## src/rtl/nnpo_ram.sv

```systemverilog
// ---------------------------------------------------------------------------
// nnpo_ram
// Simple dual port RAM: one write port, one read port with registered data.
// ---------------------------------------------------------------------------
module nnpo_ram #(
  parameter int WIDTH = 8,
  parameter int DEPTH = 16
) (
  input  logic                     clk,
  input  logic                     wr_en,
  input  logic [$clog2(DEPTH)-1:0] wr_addr,
  input  logic [WIDTH-1:0]         wr_data,
  input  logic                     rd_en,
  input  logic [$clog2(DEPTH)-1:0] rd_addr,
  output logic [WIDTH-1:0]         rd_data
);

  logic [WIDTH-1:0] mem [DEPTH];

  always_ff @(posedge clk) begin
    if (wr_en) begin
      mem[wr_addr] <= wr_data;
    end
    if (rd_en) begin
      rd_data <= mem[rd_addr];
    end
  end

endmodule

```

## config.mk

```make
export PLATFORM = sky130hd
export DESIGN_NAME = nnpo_ram
export DESIGN_NICKNAME = d
export VERILOG_FILES = /design/src/rtl/nnpo_ram.sv
export SDC_FILE = /design/constraint.sdc
export NUM_CORES = 1
export LEC_CHECK = 0
export BUFFER_PORTS_ARGS = -buffer_cell sky130_fd_sc_hd__buf_2
export CAP_MARGIN = 20
export CORE_MARGIN = 1.5
export CORE_UTILIZATION = 54
export CTS_CLUSTER_SIZE = 30
export DETAILED_ROUTE_END_ITERATION = 12
export PLACE_DENSITY = 0.74
export SYNTH_ARGS = -nofsm -noshare
export SYNTH_HDL_FRONTEND = slang
export SYNTH_SLANG_ARGS = --single-unit
```

## constraint.sdc

```tcl
create_clock -name clk -period 2.1 [get_ports clk]
set_input_delay 0.63 -clock clk [delete_from_list [all_inputs] [get_ports clk]]
set_output_delay 0.63 -clock clk [all_outputs]
set_load 0.005 [all_outputs]
```

==> out/metrics.yaml <==
critical_path_buf_inv_count: 1
p_seq_frac: 0.483
setup_violations: 0
antennaDiodeCount: 0
drv_slew: 0
die_x_um: 101.4
top_layer_used: "met4"
syn_avg_cell_area_um2: 22.83
synth_top_area_frac: 0.7812
syn2layout_area_growth_pct: 19.72
regArea_um2: 4084
pwr-share-clk: 0.472
worst_pin_slew_ps: 454.5
ys_seq_area_frac: 0.7812
antenna_found_initial: 0
slowest_delay_ps: 420
ant_nets: 0
post_cts_buffers: 0
p_int_mw: 5.199
fin_util: 0.6710
fill_cells: 587
start_kind: "flop"
htree_levels: 4
hp-class: "in -> reg"
dr_wl_met2_um: 5275
dp_cells: 400
cts.path.max_buffers: 2
finalWeightedCongestion: 0.7015
critPathArrivalTime_ps: 1090
drive_above_1_share: 0.3223
cts_buffers: 17
fin_crit_sh: 0.8173
grt_pass1_vias: 2688
skew_ps: 9.644
grt_pass1_wl_um: 15700
cts_tree: "built"
fin_crit_ps: 1716
multi_input_area_um2: 1062
synth_cells: 229
wirelength_um: 10290
path_cells: "buf_2"
synth_cell_types: 18
cts_sinks: 136
cts_resized: 0
via_count: 2520
cts_hold_buf: 0
synthTopCellsByArea: "edfxtp_1 78%, mux4_2 7.8%, mux4_1 7.0%, a22oi_1 2.3%, nor2_1 0.93%"
critPathMaxFanout: 1
rsz0062_at_grt: "false"
final_net_count: 309
port-buffer-count: 26
initial_core_util: 0.5604
required_ps: 1470
syn-cell-area_um2: 5228
syn_nets: 248
num_rows: 35
hold_violations: 0
avgViaCountPerCell: 5.860
insertion_delay_ps: 500
die-height_um: 101.4
dpl.hpwl_um: 6320
maxCapViolCount: 0
cts.root.buffer_cell: "clkbuf_8"
finalPower_mw: 6.376
grt_max_degree: 21
r2r_slack_ps: 560
critPathTopFamily: "flip-flops"
cpMaxStageDelayCell: "edfxtp_1"
slew-limit-headroom: 0.6970
stdcell_count: 430
core-area_um2: 9328
routedWlPerCell_um: 23.92
ios: 27
switchingPower_mw: 1.177
sw_frac_of_total: 0.1847
end_kind: "output pin"
power_density_nw_per_um2: 1019
power.leakage_nw: 2.145
remaining_drc_errors: 0
grt_overflow: 0
dr.pass1.iters: 4
synth_top_area_cell: "edfxtp_1"
wl_met3_um: 728
fmax_mhz: 582.7
grt_use_total: 0.2258
vdd_ir_drop_max_uv: 692.3
met1_length_um: 4124
clk_pin_slew_ps: 60
ys_warn_count: 0
critical_path_class: "reg -> out"
p_comb_frac: 0.045
ys_ff_latch: 136
die_area_um2: 10280
first_iter_violations: 241
status: "complete, no violations"
## final timing paths
check / from / to / cells after the start
min reg2reg: mem[14][3] / rd_data[3] / 3
min: wr_data[1] / mem[1][1] / 1
max: rd_data[7] / rd_data[7] / 1
max reg2reg: mem[10][7] / rd_data[7] / 3
## cells in the final DEF, fill, tap and decap left out
| master | n |
|---|---|
| clkinv_1 | 4 |
| clkinv_2 | 2 |
| mux4_2 | 18 |
| nand2_1 | 9 |
| nand3b_1 | 2 |
| clkbuf_16 | 16 |
| bufinv_16 | 5 |
| clkbuf_8 | 1 |
| edfxtp_1 | 136 |
| buf_4 | 24 |
| nor3_1 | 3 |
| or3b_2 | 1 |
| and2b_1 | 1 |
| nor2b_1 | 1 |
| nor2_1 | 13 |
| a22oi_1 | 16 |
| buf_12 | 2 |
| mux4_1 | 14 |
| clkinvlp_4 | 1 |
| nand3_1 | 1 |
| nand2b_1 | 2 |
| buf_2 | 26 |
| and2_1 | 1 |
| nor3_2 | 1 |
| clkbuf_1 | 1 |
## flip-flops by register name, summed over array words and instances, names as in the netlist
register  cells
mem         128
rd_data       8
## power by group through the flow
| stage | registers, mW | logic [mW] | clock network, mW |
|---|---|---|---|
| 3_3_place_gp | 3.13 | 0.278 | 0 |
| 4_1_cts | 3.08 | 0.290 | 3.04 |
| 5_1_grt | 3.08 | 0.312 | 3.15 |
| 6_report | 3.08 | 0.286 | 3.01 |
| 3_5_place_dp | 3.13 | 0.289 | 0 |
| 2_1_floorplan | 3.13 | 0.155 | 0 |
## metrics by stage
stage | hold WS (ps) | setup WS, ps | TNS, ps | cell area, um2
after floorplan | 704.8 | 187.6 | 0 | 5233
after global placement | 727.1 | -95.16 | -284.9 | 5658
after detailed placement | 744.7 | -122.5 | -458.5 | 5658
after CTS | 491.8 | 359.0 | 0 | 6259
after global routing | 501.4 | 348.4 | 0 | 6259
final | 504.9 | 383.7 | 0 | 6259
## area by class of cell
cell class,count,area share
tap,129,0.02579
multi-input combinational,83,0.1697
sequential,136,0.6525
timing repair buffer,52,0.05598
clock inverter,12,0.02919
clock buffer,18,0.06677
## synthesized netlist by cell type
| cell | number |
|---|---|
| a22oi_1 | 16 |
| and2_1 | 1 |
| and2b_1 | 1 |
| buf_2 | 3 |
| buf_4 | 1 |
| buf_6 | 3 |
| clkdlybuf4s25_2 | 3 |
| edfxtp_1 | 136 |
| mux4_1 | 14 |
| mux4_2 | 18 |
| nand2_1 | 9 |
| nand2b_1 | 2 |
| nand3_1 | 1 |
| nand3b_1 | 2 |
| nor2_1 | 13 |
| nor2b_1 | 1 |
| nor3_1 | 4 |
| or3b_2 | 1 |
## routing by layer
layer,vias up,GRT usage
li1,1101,-
met1,1299,0.3062
met2,109,0.3536
met3,11,0.05521
met4,0,0.1026
met5,-,0
## kinds of logic after synthesis
family                 count (synthesis)  synth area share
buffers and inverters                 10           0.01651
muxes                                 32            0.1479
and+or+nand+nor                       35           0.03136
AOI/OAI and AO/OA                     16           0.02298
DFF                                  136            0.7812
Power figures use the tool's default switching activity.
